===== config.mk =====
export PLATFORM = sky130hd
export DESIGN_NAME = fpga_config_loader_protocol
export DESIGN_NICKNAME = d
export VERILOG_FILES = /design/src/rtl/fclp_pkg.sv /design/src/rtl/fclp_front.sv /design/src/rtl/fclp_queue.sv /design/src/rtl/fclp_back.sv /design/src/rtl/fpga_config_loader_protocol.sv
export SDC_FILE = /design/constraint.sdc
export NUM_CORES = 1
export LEC_CHECK = 0
export BUFFER_PORTS_ARGS = -buffer_cell sky130_fd_sc_hd__buf_2
export CORE_ASPECT_RATIO = 2
export CORE_UTILIZATION = 55
export CTS_CLUSTER_DIAMETER = 200
export DETAILED_ROUTE_END_ITERATION = 7
export HOLD_SLACK_MARGIN = 0.03
export PLACE_DENSITY_LB_ADDON = 0.25
export RECOVER_POWER = 50
export REMOVE_ABC_BUFFERS = 1
export SLEW_MARGIN = 20
export SYNTH_ARGS = -nofsm -noshare
export SYNTH_HDL_FRONTEND = slang
export SYNTH_SLANG_ARGS = --single-unit

===== constraint.sdc =====
create_clock -name clk -period 17.74 [get_ports clk]
set_clock_uncertainty 0.15 [all_clocks]
set_input_delay 0.887 -clock clk [delete_from_list [all_inputs] [get_ports clk]]
set_output_delay 0.887 -clock clk [all_outputs]
set_load 0.005 [all_outputs]

===== src/rtl/fclp_pkg.sv =====
// ----------------------------------------------------------------------------
// fclp_pkg
// Shared types, codes and constants of the configuration loader protocol.
// ----------------------------------------------------------------------------
package fclp_pkg;

  localparam int CNT_BITS_DEF = 32;
  localparam int QDEPTH       = 2;
  localparam int QPTR_W       = 1;
  localparam int QCNT_W       = 2;

  // Host characters
  localparam logic [7:0] CH_F = 8'h46;
  localparam logic [7:0] CH_V = 8'h56;
  localparam logic [7:0] CH_R = 8'h52;
  localparam logic [7:0] CH_E = 8'h45;
  localparam logic [7:0] CH_S = 8'h53;
  localparam logic [7:0] CH_L = 8'h4C;
  localparam logic [7:0] CH_O = 8'h4F;
  localparam logic [7:0] CH_D = 8'h44;
  localparam logic [7:0] HDR_MARK = 8'hAA;
  localparam logic [31:0] HDR_BYTES = 32'd5;

  // Result actions
  localparam logic [3:0] ACT_REPLY    = 4'd0;
  localparam logic [3:0] ACT_ERASE    = 4'd1;
  localparam logic [3:0] ACT_FWRITE   = 4'd2;
  localparam logic [3:0] ACT_FSTART   = 4'd3;
  localparam logic [3:0] ACT_FBYTE    = 4'd4;
  localparam logic [3:0] ACT_FFINISH  = 4'd5;
  localparam logic [3:0] ACT_READBACK = 4'd6;
  localparam logic [3:0] ACT_LOADF    = 4'd7;
  localparam logic [3:0] ACT_ENTER    = 4'd8;
  localparam logic [3:0] ACT_RESUME   = 4'd9;

  // Job codes passed from front to back
  localparam logic [3:0] J_ENTER      = 4'd0;
  localparam logic [3:0] J_CMD_ACK    = 4'd1;
  localparam logic [3:0] J_ERASE_CMD  = 4'd2;
  localparam logic [3:0] J_SIZE_FPGA  = 4'd3;
  localparam logic [3:0] J_SIZE_FLASH = 4'd4;
  localparam logic [3:0] J_FLASH      = 4'd5;
  localparam logic [3:0] J_FLASH_DONE = 4'd6;
  localparam logic [3:0] J_FPGA       = 4'd7;
  localparam logic [3:0] J_FPGA_DONE  = 4'd8;
  localparam logic [3:0] J_READBACK   = 4'd9;
  localparam logic [3:0] J_LOADF      = 4'd10;

  typedef struct packed {
    logic [3:0]  jtype;
    logic [7:0]  data;
    logic [31:0] val;   // flash address or readback length
    logic [31:0] size;  // header size for a finished flash load
  } job_t;

  typedef struct packed {
    logic [3:0]  action;
    logic [7:0]  out_byte;
    logic [31:0] flash_address;
    logic [31:0] readback_length;
    logic        last;
  } rslt_t;

endpackage


===== src/rtl/fclp_front.sv =====
// ----------------------------------------------------------------------------
// fclp_front
// Protocol state and command decode; emits one job per beat that has results.
// ----------------------------------------------------------------------------
module fclp_front #(
  parameter int COUNT_BITS = 32
) (
  input  logic          clk,
  input  logic          rst_n,
  input  logic          acc,
  input  logic          kind,
  input  logic [7:0]    host_byte,
  output logic          job_vld,
  output fclp_pkg::job_t job
);
  import fclp_pkg::*;

  localparam logic [2:0] PH_IDLE   = 3'd0;
  localparam logic [2:0] PH_SIZE   = 3'd1;
  localparam logic [2:0] PH_FLASH  = 3'd2;
  localparam logic [2:0] PH_FPGA   = 3'd3;
  localparam logic [2:0] PH_VERIFY = 3'd4;
  localparam logic [2:0] PH_LOADF  = 3'd5;

  logic                  mode_r, mode_nxt;
  logic [2:0]            phase_r, phase_nxt;
  logic                  to_fpga_r, to_fpga_nxt;
  logic                  verify_r, verify_nxt;
  logic [COUNT_BITS-1:0] cnt_r, cnt_nxt;
  logic [COUNT_BITS-1:0] len_r, len_nxt;
  logic [COUNT_BITS-1:0] cnt_inc;
  logic [31:0]           shifted;
  logic [31:0]           cnt_plus5;

  assign cnt_inc   = cnt_r + 1'b1;
  assign shifted   = {24'd0, host_byte} << {cnt_r[1:0], 3'b000};
  assign cnt_plus5 = 32'(cnt_r) + HDR_BYTES;

  always_comb begin
    mode_nxt    = mode_r;
    phase_nxt   = phase_r;
    to_fpga_nxt = to_fpga_r;
    verify_nxt  = verify_r;
    cnt_nxt     = cnt_r;
    len_nxt     = len_r;
    job_vld     = 1'b0;
    job.jtype   = J_ENTER;
    job.data    = host_byte;
    job.val     = '0;
    job.size    = '0;
    if (kind) begin
      mode_nxt  = 1'b1;
      phase_nxt = PH_IDLE;
      job_vld   = 1'b1;
    end else if (mode_r) begin
      case (phase_r)
        PH_IDLE: begin
          cnt_nxt = '0;
          len_nxt = '0;
          if (host_byte == CH_F || host_byte == CH_V) begin
            to_fpga_nxt = 1'b0;
            verify_nxt  = (host_byte == CH_V);
            phase_nxt   = PH_SIZE;
            job_vld     = 1'b1;
            job.jtype   = J_CMD_ACK;
          end else if (host_byte == CH_R) begin
            to_fpga_nxt = 1'b1;
            phase_nxt   = PH_SIZE;
            job_vld     = 1'b1;
            job.jtype   = J_CMD_ACK;
          end else if (host_byte == CH_E) begin
            job_vld   = 1'b1;
            job.jtype = J_ERASE_CMD;
          end
        end
        PH_SIZE: begin
          len_nxt = len_r | shifted[COUNT_BITS-1:0];
          cnt_nxt = cnt_inc;
          if (cnt_inc > COUNT_BITS'(3)) begin
            cnt_nxt = '0;
            job_vld = 1'b1;
            if (to_fpga_r) begin
              phase_nxt = PH_FPGA;
              job.jtype = J_SIZE_FPGA;
            end else begin
              phase_nxt = PH_FLASH;
              job.jtype = J_SIZE_FLASH;
            end
          end
        end
        PH_FLASH: begin
          cnt_nxt   = cnt_inc;
          job_vld   = 1'b1;
          job.val   = cnt_plus5;
          job.size  = 32'(cnt_inc) + HDR_BYTES;
          job.jtype = J_FLASH;
          if (cnt_inc == len_r) begin
            job.jtype = J_FLASH_DONE;
            phase_nxt = verify_r ? PH_VERIFY : PH_LOADF;
          end
        end
        PH_FPGA: begin
          cnt_nxt   = cnt_inc;
          job_vld   = 1'b1;
          job.jtype = J_FPGA;
          if (cnt_inc == len_r) begin
            job.jtype = J_FPGA_DONE;
            mode_nxt  = 1'b0;
            phase_nxt = PH_IDLE;
          end
        end
        PH_VERIFY: begin
          if (host_byte == CH_S) begin
            cnt_nxt   = cnt_plus5[COUNT_BITS-1:0];
            job_vld   = 1'b1;
            job.jtype = J_READBACK;
            job.val   = cnt_plus5;
            phase_nxt = PH_LOADF;
          end
        end
        default: begin
          if (host_byte == CH_L) begin
            job_vld   = 1'b1;
            job.jtype = J_LOADF;
            mode_nxt  = 1'b0;
            phase_nxt = PH_IDLE;
          end
        end
      endcase
    end
  end

  always_ff @(posedge clk) begin
    if (!rst_n) begin
      mode_r    <= 1'b0;
      phase_r   <= PH_IDLE;
      to_fpga_r <= 1'b0;
      verify_r  <= 1'b0;
      cnt_r     <= '0;
      len_r     <= '0;
    end else if (acc) begin
      mode_r    <= mode_nxt;
      phase_r   <= phase_nxt;
      to_fpga_r <= to_fpga_nxt;
      verify_r  <= verify_nxt;
      cnt_r     <= cnt_nxt;
      len_r     <= len_nxt;
    end
  end

endmodule


===== src/rtl/fclp_queue.sv =====
// ----------------------------------------------------------------------------
// fclp_queue
// Short job queue between the decode front and the result sequencer.
// ----------------------------------------------------------------------------
module fclp_queue (
  input  logic           clk,
  input  logic           rst_n,
  input  logic           push,
  input  fclp_pkg::job_t push_job,
  input  logic           pop,
  output logic           full,
  output logic           empty,
  output fclp_pkg::job_t head
);
  import fclp_pkg::*;

  job_t              mem_r [QDEPTH];
  logic [QPTR_W-1:0] wr_r, rd_r;
  logic [QCNT_W-1:0] cnt_r;
  logic              do_push, do_pop;

  assign full    = (cnt_r == QCNT_W'(QDEPTH));
  assign empty   = (cnt_r == '0);
  assign head    = mem_r[rd_r];
  assign do_push = push && !full;
  assign do_pop  = pop && !empty;

  always_ff @(posedge clk) begin
    if (do_push) begin
      mem_r[wr_r] <= push_job;
    end
  end

  always_ff @(posedge clk) begin
    if (!rst_n) begin
      wr_r  <= '0;
      rd_r  <= '0;
      cnt_r <= '0;
    end else begin
      if (do_push) begin
        wr_r <= wr_r + 1'b1;
      end
      if (do_pop) begin
        rd_r <= rd_r + 1'b1;
      end
      if (do_push && !do_pop) begin
        cnt_r <= cnt_r + 1'b1;
      end else if (do_pop && !do_push) begin
        cnt_r <= cnt_r - 1'b1;
      end
    end
  end

endmodule


===== src/rtl/fclp_back.sv =====
// ----------------------------------------------------------------------------
// fclp_back
// Result sequencer: expands each job into its result beats, one per cycle unless stalled.
// ----------------------------------------------------------------------------
module fclp_back (
  input  logic            clk,
  input  logic            rst_n,
  input  logic            q_empty,
  input  fclp_pkg::job_t  q_head,
  output logic            q_pop,
  output logic            res_vld,
  output fclp_pkg::rslt_t res,
  input  logic            res_rdy
);
  import fclp_pkg::*;

  job_t       cur_r;
  logic       cur_vld_r;
  logic [2:0] step_r;
  logic       out_vld_r;
  rslt_t      out_r;
  rslt_t      gen;
  logic       slot, emit, finish;
  logic [1:0] hdr_idx;
  logic [31:0] hdr_shift;

  assign hdr_idx   = 2'(step_r - 3'd1);
  assign hdr_shift = cur_r.size >> {hdr_idx, 3'b000};

  always_comb begin
    gen.action          = ACT_REPLY;
    gen.out_byte        = '0;
    gen.flash_address   = '0;
    gen.readback_length = '0;
    gen.last            = 1'b1;
    case (cur_r.jtype)
      J_ENTER: gen.action = ACT_ENTER;
      J_CMD_ACK: gen.out_byte = CH_R;
      J_ERASE_CMD, J_SIZE_FPGA, J_SIZE_FLASH: begin
        if (step_r == 3'd0) begin
          gen.action = (cur_r.jtype == J_SIZE_FPGA) ? ACT_FSTART : ACT_ERASE;
          gen.last   = 1'b0;
        end else begin
          gen.out_byte = (cur_r.jtype == J_ERASE_CMD) ? CH_D : CH_O;
        end
      end
      J_FLASH: begin
        gen.action        = ACT_FWRITE;
        gen.out_byte      = cur_r.data;
        gen.flash_address = cur_r.val;
      end
      J_FLASH_DONE: begin
        gen.last = 1'b0;
        case (step_r)
          3'd0: begin
            gen.action        = ACT_FWRITE;
            gen.out_byte      = cur_r.data;
            gen.flash_address = cur_r.val;
          end
          3'd1, 3'd2, 3'd3, 3'd4: begin
            gen.action        = ACT_FWRITE;
            gen.out_byte      = hdr_shift[7:0];
            gen.flash_address = 32'(step_r);
          end
          3'd5: begin
            gen.action   = ACT_FWRITE;
            gen.out_byte = HDR_MARK;
          end
          default: begin
            gen.out_byte = CH_D;
            gen.last     = 1'b1;
          end
        endcase
      end
      J_FPGA: begin
        gen.action   = ACT_FBYTE;
        gen.out_byte = cur_r.data;
      end
      J_FPGA_DONE: begin
        gen.last = 1'b0;
        case (step_r)
          3'd0: begin
            gen.action   = ACT_FBYTE;
            gen.out_byte = cur_r.data;
          end
          3'd1: gen.action = ACT_FFINISH;
          3'd2: gen.action = ACT_RESUME;
          default: begin
            gen.out_byte = CH_D;
            gen.last     = 1'b1;
          end
        endcase
      end
      J_READBACK: begin
        gen.action          = ACT_READBACK;
        gen.readback_length = cur_r.val;
      end
      default: begin
        gen.last = 1'b0;
        case (step_r)
          3'd0: gen.action = ACT_LOADF;
          3'd1: gen.out_byte = CH_D;
          default: begin
            gen.action = ACT_RESUME;
            gen.last   = 1'b1;
          end
        endcase
      end
    endcase
  end

  assign slot    = !out_vld_r || res_rdy;
  assign emit    = cur_vld_r && slot;
  assign finish  = emit && gen.last;
  assign q_pop   = !q_empty && (!cur_vld_r || finish);
  assign res_vld = out_vld_r;
  assign res     = out_r;

  always_ff @(posedge clk) begin
    if (emit) begin
      out_r <= gen;
    end
    if (q_pop) begin
      cur_r <= q_head;
    end
  end

  always_ff @(posedge clk) begin
    if (!rst_n) begin
      cur_vld_r <= 1'b0;
      step_r    <= '0;
      out_vld_r <= 1'b0;
    end else begin
      if (emit) begin
        out_vld_r <= 1'b1;
      end else if (res_rdy) begin
        out_vld_r <= 1'b0;
      end
      if (q_pop) begin
        cur_vld_r <= 1'b1;
        step_r    <= '0;
      end else if (finish) begin
        cur_vld_r <= 1'b0;
      end else if (emit) begin
        step_r <= step_r + 1'b1;
      end
    end
  end

endmodule


===== src/rtl/fpga_config_loader_protocol.sv =====
// ----------------------------------------------------------------------------
// fpga_config_loader_protocol
// Loader protocol engine: host bytes in, host replies and device commands out.
// ----------------------------------------------------------------------------
//  channel | dir | tdata                                   | tuser | tlast
//  in_     | in  | [7:0] host_byte                         | kind  | -
//  out_    | out | action, out_byte, flash_address, rb_len | -     | last
//
//  One input beat per cycle while the job queue has room.
//  The sequencer sends one result beat per cycle unless out_tready stalls it;
//  a beat causes 0 to 7 results, and the final flash data byte causes 7.
//  Synchronous active-low reset leaves service mode and returns to idle phase.
//  Output stalls fill the two-entry queue, then in_tready drops.
// ----------------------------------------------------------------------------
module fpga_config_loader_protocol #(
  parameter int COUNT_BITS = fclp_pkg::CNT_BITS_DEF
) (
  input  logic        clk,
  input  logic        rst_n,
  input  logic        in_tvalid,
  output logic        in_tready,
  input  logic [7:0]  in_tdata,   // [7:0] host_byte
  input  logic [0:0]  in_tuser,   // [0] kind
  output logic        out_tvalid,
  input  logic        out_tready,
  output logic [79:0] out_tdata,  // [3:0] action, [11:4] out_byte,
                                  // [43:12] flash_address, [75:44] readback_length
  output logic        out_tlast
);
  import fclp_pkg::*;

  logic  acc;
  logic  job_vld;
  job_t  job;
  logic  q_full, q_empty, q_pop;
  job_t  q_head;
  rslt_t res;

  assign in_tready = !q_full;
  assign acc       = in_tvalid && in_tready;

  fclp_front #(
    .COUNT_BITS(COUNT_BITS)
  ) u_front (
    .clk      (clk),
    .rst_n    (rst_n),
    .acc      (acc),
    .kind     (in_tuser[0]),
    .host_byte(in_tdata),
    .job_vld  (job_vld),
    .job      (job)
  );

  fclp_queue u_queue (
    .clk     (clk),
    .rst_n   (rst_n),
    .push    (acc && job_vld),
    .push_job(job),
    .pop     (q_pop),
    .full    (q_full),
    .empty   (q_empty),
    .head    (q_head)
  );

  fclp_back u_back (
    .clk    (clk),
    .rst_n  (rst_n),
    .q_empty(q_empty),
    .q_head (q_head),
    .q_pop  (q_pop),
    .res_vld(out_tvalid),
    .res    (res),
    .res_rdy(out_tready)
  );

  assign out_tdata = {4'd0, res.readback_length, res.flash_address, res.out_byte, res.action};
  assign out_tlast = res.last;

endmodule

==> metrics.cfg, run 1 <==
[critical_path]
path_buf_inv=1
path_max_fanout=20
cp-startpoint=u_front.cnt_r[3]$_SDFFE_PN0P_
crit_arrival_ns=5.82
crit_type=reg -> reg
r2r_start=u_front.cnt_r[3]$_SDFFE_PN0P_
cpMaxStageDelayCell=dfxtp_1
startpoint_type=register
worstPathCellList=nand4_4, nor4_4, nand3_1, xor2_1, nand3_1, nor3_2, a21oi_1, o21ai_1, inv_1, ha_1, or3_1, a21oi_1
max_stage_delay_ns=0.83
crit_family=simple AND/OR/NAND/NOR gates
endpoint_kind=register
worstPathRequired_ns=18.06

[logic_synthesis]
synth_cell_types=86
ys_ff_latch=384
synth_top_area_frac=0.501
synth_area_leaders=edfxtp_1, dfxtp_1, mux2_2
synth-edff-count=305
yosys-top-cells-count=edfxtp_1, nor2_1, a21oi_1
ys_warn_count=0
synth_top_area_cell=edfxtp_1
avgSynthCellArea_sq_um=11.7
async_reset_ff_frac=0
netlist_instances=1558
syn-cell-area_sq_um=18300
post-synth-top-count-cell=edfxtp_1
ys_seq_area_frac=0.588
synth_ff_type=edfxtp_1

[place]
dp.cells=1999
port_buffers=91
place_congestion=1.02
place_area_sq_um=19000
dp_hpwl_um=35400
place_ws_ns=12.31

[timing]
finalCritPeriodShare=0.310
tightest_slew_ns=4.37
relSlewSlack=-1.91
setup_viol=0
hold_violations=0
fin_ws_ns=12.25
fmax_mhz=182
maxSlewViolCount=315
period_needed_ns=5.49
rsz0062_at_grt=no
tns_ns=0

[power_and_ir_drop]
power.density_nw_per_um2=119
ir_worst_vdd_v=0.000129
power.total_mw=2.37
power_leakage_nw=6.40

[clock_network]
cts.clk_slew.worst_paths_ns=0.08
htree_num_levels=1
cts_tree=yes
clock_latency_ns=0.57
cts_setup_buffers=0
cts_resized=0
clk_path_buf_depth=3
cts_made_buffers=31
root_buffer=clkbuf_16
cts_hold_buf=0
cts_num_sinks=384

[cells_and_area]
fin_nets=1621
fin_area_sq_um=20000
multi_input_area_sq_um=7020
drive_gt1_frac=0.126
final_cell_count_no_fill=2056
synthToLayoutAreaGrowth_pct=9.23
antenna_cells=0
ff_latch_area_sq_um=10700
fill_cells=2650

[die]
initial_utilization=0.557
dieHeight_um=260
die_w_um=131
ios=96
rows=94
design.core.area_sq_um=32800
fp.dieArea_sq_um=34000

[routing]
via_per_inst=6.11
drcViolationCount=0
routed_wl_um=49500
detail-route-antenna-nets=0
drt-wirelength-per-cell_um=24.1
vias=12569
first_pass_iters=6
drt-initial-drc-count=1050

[global_routing]
grt_max_degree=78
grt_pass1_vias=12406
antenna_found_initial=0
grtUsageTotal=0.298
grt_first_pass_wirelength_um=73200
overflow=0

[status]
status=finished with violations
failed_checks=capacitance limit, slew limit

[min_path]
min_path_type=reg -> reg
worstHoldStart=u_front.verify_r$_SDFFE_PN0P_

[job]
drv_cap=7

registers in the layout, summed over array words and instances, names as in the netlist:
name / cells
u_queue.mem_r: 152
u_front.cnt_r: 32
u_back.step_r: 3
u_front.to_fpga_r: 1
u_back.res: 77
u_queue.cnt_r: 2
u_queue.rd_r: 1
u_queue.wr_r: 1
u_front.mode_r: 1
u_back.cur_r: 76
u_front.verify_r: 1
u_front.phase_r: 3
u_back.res_vld: 1
u_back.cur_vld_r: 1
u_front.len_r: 32
kinds of logic (layout without fill, tap and decap cells):
logic type,count (synthesis),count (layout),synth area share
and+or+nand+nor,554,554,0.155
adders and majority gates,8,8,0.00548
muxes,89,89,0.0595
other,1,4,0.000205
DFF,384,384,0.588
xor gates and xnor gates,128,128,0.0673
AOI/OAI and AO/OA,259,259,0.0943
buffers and inverters,135,198,0.0303
worst register-to-register path, delay by kind of cell (launching register included):
kind	cells	cell delay, ns
XOR/XNOR	1	0.65
adder cells (fa/ha/maj)	1	0.33
buffers and inverters	1	0.10
AND/OR/NAND/NOR	6	2.39
flip-flops	1	0.83
AO/OA/AOI/OAI	3	0.93
cell type report:
cell class | count | area share
Clock buffer | 32 | 0.0391
Timing Repair Buffer | 112 | 0.0253
Sequential cell | 384 | 0.538
Multi-Input combinational cell | 1042 | 0.352
Clock inverter | 25 | 0.0127
Tap cell | 432 | 0.0271
Inverter | 29 | 0.00546
power breakdown:
part           total (mW)  internal, mW  switching, mW  leakage [nW]
clock network       0.699         0.381          0.318         0.499
registers            1.26          1.19         0.0671          3.58
logic               0.413         0.162          0.251          2.32
placed cells by master, fill, tap and decap left out, types with 7 or more instances in the layout:
cell       synthesis  layout
nor3_1            41      39
inv_1             28      27
nand2_1           84      84
xor2_1            45      45
clkbuf_1          75      70
and2_0             0      33
mux2_2            77      70
nand2b_1          11      11
mux4_2             8       8
nor2_1           196     194
a311oi_1           7       7
buf_4             10      14
nand4_1           24      24
or3_1             12      12
buf_2              2      26
nor2b_1           13      13
or4_1              7       7
o21ai_0           46      47
and3_1             9       9
dfxtp_1           79      78
o22ai_1            7       7
a211oi_1           8       8
nand3_1           36      36
mux2_1             0       7
a22oi_1           12      12
xnor2_1           75      75
and2_1            66      33
a221oi_1          12      12
ha_1               8       8
clkinv_1           1       9
edfxtp_1         305     305
nor4_1            14      14
a21oi_1           85      85
clkbuf_16          0      31
routing by layer:
layer  routed length (um)  track usage  vias up  part of all wire
met1                16800        0.314     6144              0.34
met5                    0            0        -                 0
met3                 2210       0.0298      149             0.045
li1                     -            -     5786                 -
met4                 3360        0.191        0             0.068
met2                27000        0.549      490              0.55
worst paths after layout:
path	endpoint	slack [ns]	depth (start not counted)
max	u_queue.cnt_r[1]$_SDFFE_PN0P_	12.25	12
min	u_front.verify_r$_SDFFE_PN0P_	0.31	2
max reg2reg	u_queue.cnt_r[1]$_SDFFE_PN0P_	12.25	12
min reg2reg	u_front.verify_r$_SDFFE_PN0P_	0.31	2
through the flow:
| step | util | hold slack [ns] |
|---|---|---|
| floorplan | - | 0.283 |
| global placement | 0.580 | 0.296 |
| detailed placement | 0.580 | 0.298 |
| CTS | 0.612 | 0.315 |
| global route | 0.608 | 0.351 |
| finish | 0.608 | 0.310 |
Note: power is estimated with default switching activity, not from simulation.
==> inputs of run 2 (changes only) <==
clock period = 4.9 ns   (was 17.74 ns; I/O delays follow)
==> metrics.cfg, run 2 (same netlist as run 1, synthesis figures left out) <==
[status]
status=finished with violations
failed_checks=capacitance limit, slew limit

[clock_network]
cts_num_sinks=384  ; unchanged
clock_latency_ns=0.54  ; -0.03 ns
cts.clk_slew.worst_paths_ns=0.07  ; about the same
root_buffer=clkbuf_16
htree_num_levels=2  ; +1
cts_made_buffers=34  ; +9.7%
cts_tree=yes
clk_path_buf_depth=3  ; unchanged
cts_setup_buffers=0  ; unchanged

[min_path]
min_path_type=in -> reg
worstHoldStart=in_tvalid

[die]
dieHeight_um=260  ; unchanged
die_w_um=131  ; unchanged
initial_utilization=0.557  ; unchanged
fp.dieArea_sq_um=34000  ; unchanged
rows=94  ; unchanged
design.core.area_sq_um=32800  ; unchanged
ios=96  ; unchanged

[critical_path]
r2r_start=u_front.cnt_r[1]$_SDFFE_PN0P_
endpoint_kind=register
crit_arrival_ns=4.61  ; -1.21 ns
crit_type=reg -> reg
worstPathCellList=nand3_1, or4_4, or4_4, xnor2_4, and4_1, and4_4, a21oi_1, o21ai_1, buf_4, nor2_4, buf_12, buf_4
max_stage_delay_ns=0.63  ; -0.20 ns
startpoint_type=register
crit_family=simple AND/OR/NAND/NOR gates
path_max_fanout=24  ; +20%
cp-startpoint=u_front.cnt_r[1]$_SDFFE_PN0P_
cpMaxStageDelayCell=or4_4
worstPathRequired_ns=4.99  ; -13.07 ns
path_buf_inv=3  ; +2

[cells_and_area]
final_common_cell=edfxtp_1
antenna_cells=0  ; unchanged
final_cell_count_no_fill=2137  ; +3.9%
ff_latch_area_sq_um=10700  ; about the same
largest_register=u_queue.mem_r
drive_gt1_frac=0.155  ; +0.0292
synthToLayoutAreaGrowth_pct=13.9
fin_nets=1701  ; +4.9%
final_util=0.634  ; +0.0260
largest_reg_flops=152  ; unchanged
multi_input_area_sq_um=7030  ; about the same
fill_cells=2629  ; -0.79%
final_cell_mix=edfxtp_1, nor2_1, a21oi_1

[routing]
vias=12849  ; +2.2%
routed_wl_um=51700  ; +4.6%
drt-initial-drc-count=908  ; -14%
via_per_inst=6.01  ; -1.6%
drt-wirelength-per-cell_um=24.2  ; +0.62%
detail-route-antenna-nets=0  ; unchanged
drcViolationCount=0  ; unchanged
first_pass_iters=6  ; unchanged

[global_routing]
overflow=0  ; unchanged
antenna_found_initial=0  ; unchanged
grt_pass1_vias=12987  ; +4.7%
grtUsageTotal=0.317  ; +0.0190
grt_max_degree=77  ; -1.3%
grt_first_pass_wirelength_um=77400  ; +5.7%

[timing]
fmax_mhz=221  ; +21%
finalCritPeriodShare=0.924  ; +0.615
fin_ws_ns=0.371  ; -11.88 ns
setup_viol=0  ; unchanged
rsz0062_at_grt=no
period_needed_ns=4.53  ; -0.962 ns
relSlewSlack=-0.887  ; +1.03
hold_violations=0  ; unchanged
tightest_slew_ns=2.81  ; -1.56 ns
tns_ns=0  ; unchanged
maxSlewViolCount=111  ; -65%

[place]
dp_hpwl_um=37800  ; +6.6%
dp.cells=2065  ; +3.3%
port_buffers=91  ; unchanged
place_congestion=1.08  ; +6.3%
place_ws_ns=0.514  ; -11.80 ns

[power_and_ir_drop]
p_sw_frac=0.268  ; about the same
p_sw_mw=2.39  ; +280%
pwr-share-comb=0.167  ; -0.007
power_leakage_nw=6.88  ; +7.4%
power.density_nw_per_um2=429  ; +260%
ir_worst_vdd_v=0.000359  ; +180%
internal-power_mw=6.53  ; +280%
pwr-share-seq=0.511  ; -0.020
clock_power_share=0.321  ; +0.026

[job]
drv_cap=4  ; -3

-- run 2: what timing repair did --
action                                 in CTS  in global routing
gates resized for setup                     0                  0
endpoints found under the hold margin      49                  0
hold buffers                               11                  0
-- run 2: power groups by stage --
stage / sequential, mW / combinational [mW] / clock (mW)
after global routing: 4.64 / 1.65 / 3.01
after floorplan: 4.63 / 0.899 / 0
after global placement: 4.58 / 1.52 / 0
after detailed placement: 4.62 / 1.56 / 0
after CTS: 4.56 / 1.58 / 2.89
final: 4.56 / 1.49 / 2.87
-- run 2: worst paths after layout --
| path | cells after the start | to | slack [ns] |
|---|---|---|---|
| max reg2reg | 12 | u_queue.mem_r[0][36]$_DFFE_PP_ | 0.37 |
| min reg2reg | 2 | u_front.len_r[3]$_SDFFE_PN0P_ | 0.35 |
| max | 12 | u_queue.mem_r[0][36]$_DFFE_PP_ | 0.37 |
| min | 4 | u_front.mode_r$_SDFFE_PN0P_ | 0.04 |
-- run 2: routing by layer --
layer  routed length [um]  GRT usage
met3                 2290     0.0395
met4                 4930      0.259
met5                    0          0
met1                17600      0.330
met2                27000      0.558
-- run 2: cell type report --
class | count | area share
inverter | 29 | 0.00523
clock inverter | 22 | 0.0149
multi-input combinational | 1042 | 0.338
timing repair buffer | 189 | 0.0571
sequential | 384 | 0.516
tap | 432 | 0.0260
clock buffer | 39 | 0.0428
-- run 2: worst reg2reg max path, cell delays in order (launching register included) --
cell and delay, ns:
dfxtp_1 0.58, nand3_1 0.33, or4_4 0.63, or4_4 0.61
xnor2_4 0.18, and4_1 0.24, and4_4 0.22, a21oi_1 0.42
o21ai_1 0.17, buf_4 0.19, nor2_4 0.10, buf_12 0.20
buf_4 0.24
-- run 2: metrics by stage --
step / hold WS [ns] / cell area (sq um) / power (mW)
final: 0.0407 / 20800 / 8.92
after global routing: 0.0597 / 20800 / 9.29
after CTS: 0.0357 / 20900 / 9.03
after detailed placement: 0.336 / 19600 / 6.18
after global placement: 0.324 / 19600 / 6.10
after floorplan: 0.194 / 17800 / 5.53
